--- src/hdl/fisp_pkg.sv ---
// Shared types and constants for the firmware image stream parser.
package fisp_pkg;

	typedef enum logic [2:0] {
		PH_HEADER,
		PH_SEGHDR,
		PH_DATA,
		PH_PAD,
		PH_IDLE
	} phase_t;

	localparam logic [2:0] EV_CONSUMED    = 3'd0;
	localparam logic [2:0] EV_HEADER_DONE = 3'd1;
	localparam logic [2:0] EV_SEG_HEADER  = 3'd2;
	localparam logic [2:0] EV_DATA_BYTE   = 3'd3;
	localparam logic [2:0] EV_CHECKSUM    = 3'd4;
	localparam logic [2:0] EV_ERROR       = 3'd5;
	localparam logic [2:0] EV_IGNORED     = 3'd6;

	localparam logic [1:0] ERR_NONE       = 2'd0;
	localparam logic [1:0] ERR_INVALID    = 2'd1;
	localparam logic [1:0] ERR_SUSPICIOUS = 2'd2;
	localparam logic [1:0] ERR_TRUNCATED  = 2'd3;

	localparam logic [2:0] REG_IMAGE_MAGIC    = 3'd0;
	localparam logic [2:0] REG_MAX_SEG_COUNT  = 3'd1;
	localparam logic [2:0] REG_OFFSET_LOWEST  = 3'd2;
	localparam logic [2:0] REG_OFFSET_HIGHEST = 3'd3;
	localparam logic [2:0] REG_MAX_SEG_LENGTH = 3'd4;

	localparam logic [7:0]  MAGIC_RESET       = 8'd233;
	localparam logic [4:0]  SEG_COUNT_RESET   = 5'd16;
	localparam logic [31:0] OFFSET_LOW_RESET  = 32'h3ffe_0000;
	localparam logic [31:0] OFFSET_HIGH_RESET = 32'h4020_0000;
	localparam logic [16:0] SEG_LENGTH_RESET  = 17'h1_0000;

	localparam logic [3:0]  CHECKSUM_POSITION = 4'd15;
	localparam logic [2:0]  LAST_FIELD_BYTE   = 3'd7;

endpackage

--- src/hdl/firmware_image_stream_parser_unit.sv ---
// Firmware image stream parser: header and segment checks, one byte per request.
// The result of a request is registered and shown in the cycle after it is accepted.
// Throughput: one request per cycle unless a result is stalled; the state update and the result are one
// combinational pass between the parser state and the result register.
// in_ready stays high while the result register is empty or being drained.
// Reset: asynchronous; parser returns to the header phase at stream position 0,
// configuration registers take their default values, no result pending.
module firmware_image_stream_parser_unit (
	input  logic        clk,
	input  logic        arst_n,
	input  logic        in_valid,
	output logic        in_ready,
	input  logic [7:0]  image_byte,
	input  logic        end_marker,
	output logic        out_valid,
	input  logic        out_ready,
	output logic [2:0]  event_kind,
	output logic [1:0]  error_code,
	output logic [7:0]  flash_mode,
	output logic [7:0]  flash_size_freq,
	output logic [31:0] entry_address,
	output logic [3:0]  segment_number,
	output logic [31:0] segment_offset,
	output logic [31:0] segment_length,
	output logic [7:0]  data_byte,
	output logic [7:0]  image_checksum,
	input  logic        psel,
	input  logic        penable,
	input  logic        pwrite,
	input  logic [4:0]  paddr,
	input  logic [31:0] pwdata,
	output logic [31:0] prdata,
	output logic        pready
);

	// configuration
	logic [7:0]  magic_q;
	logic [4:0]  max_count_q;
	logic [31:0] offset_low_q;
	logic [31:0] offset_high_q;
	logic [16:0] max_length_q;
	logic        cfg_we;

	assign pready = 1'b1;
	assign cfg_we = psel & penable & pwrite;

	always_ff @(posedge clk or negedge arst_n) begin
		if (!arst_n) begin
			magic_q       <= fisp_pkg::MAGIC_RESET;
			max_count_q   <= fisp_pkg::SEG_COUNT_RESET;
			offset_low_q  <= fisp_pkg::OFFSET_LOW_RESET;
			offset_high_q <= fisp_pkg::OFFSET_HIGH_RESET;
			max_length_q  <= fisp_pkg::SEG_LENGTH_RESET;
		end else if (cfg_we) begin
			unique case (paddr[4:2])
				fisp_pkg::REG_IMAGE_MAGIC:    magic_q       <= pwdata[7:0];
				fisp_pkg::REG_MAX_SEG_COUNT:  max_count_q   <= pwdata[4:0];
				fisp_pkg::REG_OFFSET_LOWEST:  offset_low_q  <= pwdata;
				fisp_pkg::REG_OFFSET_HIGHEST: offset_high_q <= pwdata;
				fisp_pkg::REG_MAX_SEG_LENGTH: max_length_q  <= pwdata[16:0];
				default: ;
			endcase
		end
	end

	always_comb begin
		unique case (paddr[4:2])
			fisp_pkg::REG_IMAGE_MAGIC:    prdata = {24'd0, magic_q};
			fisp_pkg::REG_MAX_SEG_COUNT:  prdata = {27'd0, max_count_q};
			fisp_pkg::REG_OFFSET_LOWEST:  prdata = offset_low_q;
			fisp_pkg::REG_OFFSET_HIGHEST: prdata = offset_high_q;
			fisp_pkg::REG_MAX_SEG_LENGTH: prdata = {15'd0, max_length_q};
			default:                      prdata = 32'd0;
		endcase
	end

	// parser state
	fisp_pkg::phase_t phase_q, phase_d;
	logic [2:0]  fbi_q, fbi_d;
	logic [31:0] word_q, word_d;
	logic [7:0]  count_hold_q, count_hold_d;
	logic [4:0]  segs_left_q, segs_left_d;
	logic [3:0]  seg_num_q, seg_num_d;
	logic [31:0] held_q, held_d;
	logic [16:0] bytes_left_q, bytes_left_d;
	logic [3:0]  pos_q, pos_d;

	logic        accept;
	logic [31:0] shifted;
	logic [16:0] bytes_dec;
	logic [4:0]  segs_dec;
	logic        hdr_bad;
	logic        seg_bad;

	assign in_ready  = !out_valid || out_ready;
	assign accept    = in_valid && in_ready;
	assign shifted   = {image_byte, word_q[31:8]};
	assign bytes_dec = bytes_left_q - 17'd1;
	assign segs_dec  = segs_left_q - 5'd1;
	assign hdr_bad   = (held_q[7:0] != magic_q) || (count_hold_q > {3'd0, max_count_q});
	assign seg_bad   = (held_q > offset_high_q) || (held_q < offset_low_q) ||
		(shifted > {15'd0, max_length_q});

	// next state
	always_comb begin
		phase_d      = phase_q;
		fbi_d        = fbi_q;
		word_d       = word_q;
		count_hold_d = count_hold_q;
		segs_left_d  = segs_left_q;
		seg_num_d    = seg_num_q;
		held_d       = held_q;
		bytes_left_d = bytes_left_q;
		pos_d        = pos_q;
		if (accept) begin
			if (end_marker) begin
				phase_d      = fisp_pkg::PH_HEADER;
				fbi_d        = 3'd0;
				word_d       = 32'd0;
				count_hold_d = 8'd0;
				segs_left_d  = 5'd0;
				seg_num_d    = 4'd0;
				held_d       = 32'd0;
				bytes_left_d = 17'd0;
				pos_d        = 4'd0;
			end else if (phase_q != fisp_pkg::PH_IDLE) begin
				pos_d = pos_q + 4'd1;
				unique case (phase_q)
					fisp_pkg::PH_HEADER: begin
						case (fbi_q)
							3'd0: held_d = {24'd0, image_byte};
							3'd1: count_hold_d = image_byte;
							3'd2: held_d[23:16] = image_byte;
							3'd3: held_d[31:24] = image_byte;
							default: word_d = shifted;
						endcase
						if (fbi_q == fisp_pkg::LAST_FIELD_BYTE) begin
							fbi_d = 3'd0;
							if (hdr_bad) begin
								phase_d = fisp_pkg::PH_IDLE;
							end else begin
								segs_left_d = count_hold_q[4:0];
								seg_num_d   = 4'd0;
								phase_d     = (count_hold_q[4:0] == 5'd0) ?
									fisp_pkg::PH_PAD : fisp_pkg::PH_SEGHDR;
							end
						end else begin
							fbi_d = fbi_q + 3'd1;
						end
					end
					fisp_pkg::PH_SEGHDR: begin
						word_d = shifted;
						if (fbi_q == 3'd3) held_d = shifted;
						if (fbi_q == fisp_pkg::LAST_FIELD_BYTE) begin
							fbi_d = 3'd0;
							if (seg_bad) begin
								phase_d = fisp_pkg::PH_IDLE;
							end else if (shifted[16:0] == 17'd0) begin
								// empty segment completes on its header
								bytes_left_d = 17'd0;
								segs_left_d  = segs_dec;
								seg_num_d    = seg_num_q + 4'd1;
								phase_d      = (segs_dec == 5'd0) ?
									fisp_pkg::PH_PAD : fisp_pkg::PH_SEGHDR;
							end else begin
								bytes_left_d = shifted[16:0];
								phase_d      = fisp_pkg::PH_DATA;
							end
						end else begin
							fbi_d = fbi_q + 3'd1;
						end
					end
					fisp_pkg::PH_DATA: begin
						bytes_left_d = bytes_dec;
						if (bytes_dec == 17'd0) begin
							segs_left_d = segs_dec;
							seg_num_d   = seg_num_q + 4'd1;
							fbi_d       = 3'd0;
							phase_d     = (segs_dec == 5'd0) ?
								fisp_pkg::PH_PAD : fisp_pkg::PH_SEGHDR;
						end
					end
					fisp_pkg::PH_PAD: begin
						if (pos_q == fisp_pkg::CHECKSUM_POSITION) phase_d = fisp_pkg::PH_IDLE;
					end
					default: ;
				endcase
			end
		end
	end

	// result for the accepted request
	logic [2:0]  res_kind;
	logic [1:0]  res_err;
	logic [7:0]  res_mode;
	logic [7:0]  res_size;
	logic [31:0] res_entry;
	logic [3:0]  res_seg;
	logic [31:0] res_offset;
	logic [31:0] res_length;
	logic [7:0]  res_data;
	logic [7:0]  res_csum;

	always_comb begin
		res_kind   = fisp_pkg::EV_CONSUMED;
		res_err    = fisp_pkg::ERR_NONE;
		res_mode   = 8'd0;
		res_size   = 8'd0;
		res_entry  = 32'd0;
		res_seg    = 4'd0;
		res_offset = 32'd0;
		res_length = 32'd0;
		res_data   = 8'd0;
		res_csum   = 8'd0;
		if (end_marker) begin
			if (phase_q == fisp_pkg::PH_IDLE) begin
				res_kind = fisp_pkg::EV_IGNORED;
			end else begin
				res_kind = fisp_pkg::EV_ERROR;
				res_err  = fisp_pkg::ERR_TRUNCATED;
			end
		end else begin
			unique case (phase_q)
				fisp_pkg::PH_HEADER: begin
					if (fbi_q == fisp_pkg::LAST_FIELD_BYTE) begin
						if (hdr_bad) begin
							res_kind = fisp_pkg::EV_ERROR;
							res_err  = fisp_pkg::ERR_INVALID;
						end else begin
							res_kind  = fisp_pkg::EV_HEADER_DONE;
							res_mode  = held_q[23:16];
							res_size  = held_q[31:24];
							res_entry = shifted;
						end
					end
				end
				fisp_pkg::PH_SEGHDR: begin
					if (fbi_q == fisp_pkg::LAST_FIELD_BYTE) begin
						res_seg    = seg_num_q;
						res_offset = held_q;
						res_length = shifted;
						if (seg_bad) begin
							res_kind = fisp_pkg::EV_ERROR;
							res_err  = fisp_pkg::ERR_SUSPICIOUS;
						end else begin
							res_kind = fisp_pkg::EV_SEG_HEADER;
						end
					end
				end
				fisp_pkg::PH_DATA: begin
					res_kind   = fisp_pkg::EV_DATA_BYTE;
					res_seg    = seg_num_q;
					res_offset = held_q;
					res_length = {15'd0, bytes_dec};
					res_data   = image_byte;
				end
				fisp_pkg::PH_PAD: begin
					if (pos_q == fisp_pkg::CHECKSUM_POSITION) begin
						res_kind = fisp_pkg::EV_CHECKSUM;
						res_csum = image_byte;
					end
				end
				default: res_kind = fisp_pkg::EV_IGNORED;
			endcase
		end
	end

	always_ff @(posedge clk or negedge arst_n) begin
		if (!arst_n) begin
			phase_q      <= fisp_pkg::PH_HEADER;
			fbi_q        <= 3'd0;
			word_q       <= 32'd0;
			count_hold_q <= 8'd0;
			segs_left_q  <= 5'd0;
			seg_num_q    <= 4'd0;
			held_q       <= 32'd0;
			bytes_left_q <= 17'd0;
			pos_q        <= 4'd0;
		end else begin
			phase_q      <= phase_d;
			fbi_q        <= fbi_d;
			word_q       <= word_d;
			count_hold_q <= count_hold_d;
			segs_left_q  <= segs_left_d;
			seg_num_q    <= seg_num_d;
			held_q       <= held_d;
			bytes_left_q <= bytes_left_d;
			pos_q        <= pos_d;
		end
	end

	// result register
	logic        out_valid_q;
	logic [2:0]  kind_q;
	logic [1:0]  err_q;
	logic [7:0]  mode_q;
	logic [7:0]  size_q;
	logic [31:0] entry_q;
	logic [3:0]  seg_q;
	logic [31:0] offset_q;
	logic [31:0] length_q;
	logic [7:0]  data_q;
	logic [7:0]  csum_q;

	always_ff @(posedge clk or negedge arst_n) begin
		if (!arst_n) begin
			out_valid_q <= 1'b0;
		end else if (accept) begin
			out_valid_q <= 1'b1;
		end else if (out_ready) begin
			out_valid_q <= 1'b0;
		end
	end

	always_ff @(posedge clk) begin
		if (accept) begin
			kind_q   <= res_kind;
			err_q    <= res_err;
			mode_q   <= res_mode;
			size_q   <= res_size;
			entry_q  <= res_entry;
			seg_q    <= res_seg;
			offset_q <= res_offset;
			length_q <= res_length;
			data_q   <= res_data;
			csum_q   <= res_csum;
		end
	end

	assign out_valid       = out_valid_q;
	assign event_kind      = kind_q;
	assign error_code      = err_q;
	assign flash_mode      = mode_q;
	assign flash_size_freq = size_q;
	assign entry_address   = entry_q;
	assign segment_number  = seg_q;
	assign segment_offset  = offset_q;
	assign segment_length  = length_q;
	assign data_byte       = data_q;
	assign image_checksum  = csum_q;

endmodule

--- config.mk ---
export PLATFORM = sky130hd
export DESIGN_NAME = firmware_image_stream_parser_unit
export DESIGN_NICKNAME = d
export VERILOG_FILES = /design/src/hdl/fisp_pkg.sv /design/src/hdl/firmware_image_stream_parser_unit.sv
export SDC_FILE = /design/constraint.sdc
export NUM_CORES = 1
export LEC_CHECK = 0
export BUFFER_PORTS_ARGS = -buffer_cell sky130_fd_sc_hd__clkbuf_2
export CAP_MARGIN = 0
export CORE_ASPECT_RATIO = 1.5
export CORE_MARGIN = 1.5
export CORE_UTILIZATION = 40
export DETAILED_ROUTE_END_ITERATION = 10
export GPL_TIMING_DRIVEN = 0
export HOLD_SLACK_MARGIN = 0.02
export PLACE_DENSITY_LB_ADDON = 0.15
export REMOVE_ABC_BUFFERS = 1
export SLEW_MARGIN = 40
export SYNTH_ARGS = -nofsm -noshare
export SYNTH_HDL_FRONTEND = slang
export SYNTH_SLANG_ARGS = --single-unit
--- constraint.sdc ---
create_clock -name clk -period 9.45 [get_ports clk]
set_input_delay 1.89 -clock clk [delete_from_list [all_inputs] [get_ports clk]]
set_output_delay 1.89 -clock clk [all_outputs]
set_load 0.01 [all_outputs]
==> flow_summary.ini, run 1 <==
[outcome]
status = finished clean

[critical_path]
rr_worst_depth = 10
crit_required_ns = 7.56
arrival_ns = 4.03
endpoint_kind = output port
path_class = in2out
critPathLaunchType = input pin
path_max_fanout = 42

[clock_network]
clock_latency_ns = 0.54
hold_buffers = 0
h-tree-depth = 2
cts_buffers = 35
cts_sinks = 332
clk_pin_slew_ns = 0.06
cts_tree = built
cts_setup_buffers = 0
cts_resized = 0
clock_path_buffers = 3
clockRootBuffer = clkbuf_16

[power_and_ir_drop]
peakVddDrop_mv = 0.170
seq_power_share_pct = 39.8
p_comb_share_pct = 34.7
pwr-share-clk_pct = 25.5
p_int_w = 0.00334
p_sw_w = 0.00205
power.density_mw_per_mm2 = 270
switching_share_pct = 38.1
leakage_nw = 8.80

[flow_run]
maxCapViolations = 0

[timing]
max_freq_mhz = 169
rsz0062_at_grt = no
fin_crit_sh_pct = 62.7
layout_setup_ws_ns = 3.53
slew_headroom_pct = 46.4
fin_crit_ns = 5.92
hold_viol_final = 0
setup_viol = 0
tightest_slew_ns = 0.804
skew_ns = 0.0219
maxSlewViolCount = 0

[logic_synthesis]
syn_inst = 1624
yosys.area_share.simple_pct = 16.0
synthMuxAreaShare_pct = 6.57
yosys_warnings = 0
synth_top_family_by_area = simple AND/OR/NAND/NOR gates
synth-seq-cells = 332
synth_cell_types = 74
synthXorXnorAreaFrac_pct = 1.34
async_flop_share_pct = 58.7
synth_compound_area_share_pct = 11.4
syn_area_mm2 = 0.0170
ys.flop_type = dfrtp_1
synth.avg_cell_area_um2 = 10.4
synth_fa_ha_area_share_pct = 7.16
synth-edff-count = 137
yosysSeqAreaShare_pct = 53.2

[drt]
routedWlPerCell_um = 20.1
drtPass1Iterations = 8
wl_um = 48700
initialDrtViolationCount = 769
viasPerCell = 5.25
ant_nets = 0
drc = 0
vias = 12700

[layout]
drive_gt1_share_pct = 22.5
nNetsFinal = 1980
post-route-util_pct = 47.7
stdcell_area_mm2 = 0.0200
fin_cells = 2423
num-fill-cells = 4043
synthToLayoutAreaGrowth_pct = 17.8

[floorplan]
initial_core_util_pct = 40.5
num_rows = 92
core_mm2 = 0.0419
dieHeight_um = 255
die_x_um = 171
dieArea_mm2 = 0.0437
io_pins = 225

[worst_hold_path]
holdPathStages = 1
min_path_type = reg2reg

[placed_design]
dpl-instance-area_mm2 = 0.0188
portBuffers = 221
post-place-ws_ns = 3.62
gp_congestion = 0.918
hpwl_um = 35500
place_inst = 2357

[grt]
grtUsageTotal_pct = 22.4
antenna_found_initial = 3
grt_max_degree = 87
grt_pass1_wl_um = 73800
overflow = 0
grt_pass1_vias = 12700
-- power by group through the flow --
stage	registers (W)	clock network, W	logic, W
global placement	0.00217	0	0.00177
finish	0.00215	0.00137	0.00187
floorplan	0.00205	0	0.00130
global route	0.00218	0.00146	0.00209
detailed placement	0.00217	0	0.00185
CTS	0.00214	0.00141	0.00187
-- metal layers --
metal / vias up / wire [um] / global-route usage, %
li1: 6121 / - / -
met1: 6222 / 19300 / 26.6
met2: 292 / 25800 / 40.9
met3: 91 / 1900 / 2.92
met4: 2 / 1580 / 8.82
met5: - / 11 / 0
-- metrics by stage --
step | hold slack, ns | TNS (ns) | total power (W)
2_1_floorplan | 0.472 | 0 | 0.00335
3_3_place_gp | 0.491 | -86.14 | 0.00394
3_5_place_dp | 0.509 | 0 | 0.00403
4_1_cts | 0.519 | 0 | 0.00542
5_1_grt | 0.537 | 0 | 0.00574
6_report | 0.514 | 0 | 0.00539
-- sequential cells by signal (all words and copies together), names as in the netlist, 17 cells and up --
register and cells:
max_length_q 17, held_q 32, segment_length 32, segment_offset 32, word_q 24, offset_low_q 32
bytes_left_q 17, offset_high_q 32, entry_address 32
-- placed cells by master (no fill, tap or decap), drive strengths merged, types with 3 or more instances in the layout --
cell and n:
ha 97, a31oi 4, a221oi 3, nand4 16, mux2i 46, clkinv 10
nor3b 4, nand3b 3, o22ai 17, inv 105, a21o 8, and2 91
or4b 3, a22oi 20, dfstp 22, nor4 19, dfrtp 173, nand2 180
buf 29, o211ai 4, nand2b 30, nor2b 7, nor3 28, o21ai 138
xor2 15, nand3 16, or4 8, a211oi 4, mux2 58, nor2 131
and3 5, xnor2 11, o21a 7, o31ai 13, edfxtp 137, clkbuf 268
a21oi 93
-- cells by family after synthesis --
| family | Yosys count |
|---|---|
| xor+xnor | 26 |
| fa+ha+maj | 97 |
| other cells | 1 |
| flops | 332 |
| compound gates | 331 |
| mux | 104 |
| simple gates | 551 |
| buf+inv | 182 |
-- critical path: stages --
cell and delay, ns:
clkbuf_4 0.43, nor2_1 0.51, nand2_1 0.52, o22ai_1 0.42, clkbuf_2 0.19
-- cell usage after synthesis, types with 17 or more instances --
master,instances,area (um^2)
inv_1,102,383
nor2_1,131,492
a22oi_1,20,150
o21ai_0,128,641
mux2i_1,46,460
edfxtp_1,137,4110
dfstp_2,22,578
mux2_2,58,653
ha_1,97,1210
nand2_1,179,672
nor4_1,17,106
and2_1,91,569
nand2b_1,30,188
nor3_1,28,140
clkbuf_1,63,236
a21oi_1,93,465
dfrtp_1,173,4330
-- area by class of cell --
cell class	count	area [um^2]	share of cell area, %
flip-flops and latches	332	9020	45.2
diodes	2	5.00	0.0251
clock buffers	48	975	4.88
well taps	564	706	3.53
repair buffers	249	1420	7.09
clock inverters	16	143	0.714
multi-input cells	1110	7320	36.6
inverters	102	390	1.95
-- path summary, 6_finish.rpt --
check | to | slack (ns) | from
worst max-delay path | prdata[16] | 3.53 | paddr[2]
worst min-delay path | seg_num_q[3]$_DFFE_PN0P_ | 0.51 | seg_num_q[3]$_DFFE_PN0P_
worst max register to register | bytes_left_q[3]$_DFFE_PN0P_ | 5.35 | word_q[24]$_DFFE_PN0P_
min in group asynchronous | bytes_left_q[0]$_DFFE_PN0P_ | 1.24 | arst_n
max in group asynchronous | offset_high_q[21]$_DFFE_PN1P_ | 7.54 | arst_n
worst min register to register | seg_num_q[3]$_DFFE_PN0P_ | 0.51 | seg_num_q[3]$_DFFE_PN0P_
Note: power is estimated with default switching activity, not from simulation.
==> inputs of run 2 (changes only) <==
--- a/config.mk
+++ b/config.mk
@@ -5,6 +5,7 @@
 export SDC_FILE = /design/constraint.sdc
 export NUM_CORES = 1
 export LEC_CHECK = 0
+export ABC_AREA = 1
 export BUFFER_PORTS_ARGS = -buffer_cell sky130_fd_sc_hd__clkbuf_2
 export CAP_MARGIN = 0
 export CORE_ASPECT_RATIO = 1.5
==> constraint.sdc (replaced) <==
create_clock -name clk -period 4.95 [get_ports clk]
set_input_delay 0.99 -clock clk [delete_from_list [all_inputs] [get_ports clk]]
set_output_delay 0.99 -clock clk [all_outputs]
set_load 0.01 [all_outputs]
==> flow_summary.ini, run 2 <==
[worst_hold_path]
min_path_type = in2async

[layout]
layout_commonest_cell = nand2_1
nNetsFinal = 2214
fin_cells = 2647
antenna_cells = 0
layout_common_cells = 358 x nand2_1, 262 x inv_1, 235 x nor2_1, 219 x clkbuf_2, 200 x o21ai_0
synthToLayoutAreaGrowth_pct = 17.1
drive_gt1_share_pct = 16.1

[drt]
drtPass1Iterations = 5
drc = 0
top_layer = met4
initialDrtViolationCount = 1007
wl_met3_um = 2030
ant_nets = 0
met2WireLength_um = 25000
wl_um = 49200
m1WireLength_um = 20300
routedWlPerCell_um = 18.6
viasPerCell = 5.09
vias = 13500

[timing]
hold_viol_final = 0
fin_crit_sh_pct = 87.0
tightest_slew_ns = 0.898
setup_viol = 0
maxSlewViolCount = 0
max_freq_mhz = 232
slew_headroom_pct = 39.8
fin_crit_ns = 4.31
setup_tns_ns = 0
skew_ns = 0.0173
rsz0062_at_grt = no
layout_setup_ws_ns = 0.645

[logic_synthesis]
synth.area.top_cells = dfrtp_1 26%, edfxtp_1 25%, nand2_1 8.2%
ys.flop_type = dfrtp_1
synth_top_cell_by_area = dfrtp_1
synth-edff-count = 137
async_flop_share_pct = 58.7
yosys_warnings = 0
synthTopCellsByCount = 362 x nand2_1, 265 x inv_1, 237 x nor2_1, 200 x o21ai_0, 173 x dfrtp_1
syn_inst = 1862
syn_area_mm2 = 0.0166
synth_most_common_cell = nand2_1
yosysTopAreaCellShare_pct = 26.0
yosysSeqAreaShare_pct = 54.2
synth_cell_types = 49
synth-seq-cells = 332
synth.avg_cell_area_um2 = 8.94

[clock_network]
clk_pin_slew_ns = 0.07
clock_latency_ns = 0.59
cts_buffers = 31
cts_tree = built
h-tree-depth = 1
clockRootBuffer = clkbuf_16
cts_setup_buffers = 0
cts_resized = 0
clock_path_buffers = 3
hold_buffers = 0
cts_sinks = 332

[placed_design]
place_inst = 2589
hpwl_um = 36200
post-place-ws_ns = 0.577
portBuffers = 221
gp_congestion = 0.908

[critical_path]
path_class = in2out
crit_required_ns = 3.96
arrival_ns = 3.32
crit_path_max_incr_delay_ns = 0.74
critPathBufInv = 3
path_common_cell = clkbuf_2
path_max_fanout = 26
crit_slowest_cell = nor3_2
endpoint_kind = output port
critPathLaunchType = input pin
rrSetupSlack_ns = 1.32
path_cells = clkbuf_2 -> nor3_2 -> clkinv_2 -> o221ai_1 -> clkbuf_2
critPathTopFamily = buffers and inverters

[grt]
overflow = 0
grt_pass1_vias = 13100
grt_pass1_wl_um = 74900
grt_max_degree = 79
antenna_found_initial = 0
grtUsageTotal_pct = 23.0

[flow_run]
maxCapViolations = 0

[power_and_ir_drop]
peakVddDrop_mv = 0.307
power.density_mw_per_mm2 = 442
leakage_nw = 9.03

[floorplan]
initial_core_util_pct = 40.5
die_x_um = 170
num_rows = 91
dieHeight_um = 253
io_pins = 225
dieArea_mm2 = 0.0429
core_mm2 = 0.0411

[outcome]
status = finished clean
-- run 2: worst paths after layout --
| path | start | to | depth (start not counted) |
|---|---|---|---|
| worst max-delay path | paddr[4] | prdata[16] | 5 |
| worst min-delay path | arst_n | offset_low_q[9]$_DFFE_PN0P_ | 1 |
| worst max register to register | out_valid$_DFFE_PN0P_ | word_q[10]$_DFFE_PN0P_ | 12 |
| worst min register to register | offset_low_q[2]$_DFFE_PN0P_ | offset_low_q[2]$_DFFE_PN0P_ | 2 |
| max in group asynchronous | arst_n | bytes_left_q[5]$_DFFE_PN0P_ | 3 |
| min in group clk | offset_low_q[2]$_DFFE_PN0P_ | offset_low_q[2]$_DFFE_PN0P_ | 2 |
-- run 2: logic make-up after synthesis --
family	synth area share [%]
other	0.0225
XOR/XNOR	1.16
AND/OR/NAND/NOR	17.7
AO/OA/AOI/OAI	11.8
adder cells (fa/ha/maj)	7.29
flip-flops	54.2
buffers and inverters	7.83
-- run 2: layout make-up --
cell class	instances	area, um^2
Clock buffer	48	880
Clock inverter	10	105
Fill cell	3977	21600
Inverter	271	1030
Multi-Input combinational cell	1192	6370
Sequential cell	332	9020
Tap cell	558	698
Timing Repair Buffer	236	1390
-- run 2: routing by layer --
layer  global-route usage (%)  vias to the layer above
li1                         -                     6524
met1                     28.3                     6450
met4                     9.05                        0
met2                     41.2                      414
met5                        0                        -
met3                     2.36                       83
-- run 2: power by group --
group	total [W]	switching [W]	internal, W	leakage (nW)
registers	0.00377	0.000451	0.00332	3.90
clock network	0.00238	0.00106	0.00132	0.474
logic	0.00246	0.00161	0.000853	4.65
total	0.00862	0.00312	0.00550	9.03
-- run 2: through the flow --
step | cell area, um^2 | hold WS, ns | util (%) | total power, W
6_report | 19500 | 0.259 | 47.4 | 0.00862
5_1_grt | 19500 | 0.243 | 47.4 | 0.00918
4_1_cts | 19500 | 0.246 | 47.4 | 0.00868
3_5_place_dp | 18500 | 0.468 | 45.0 | 0.00629
3_3_place_gp | 18200 | 0.466 | 44.2 | 0.00621
2_1_floorplan | 16400 | 0.449 | - | 0.00534
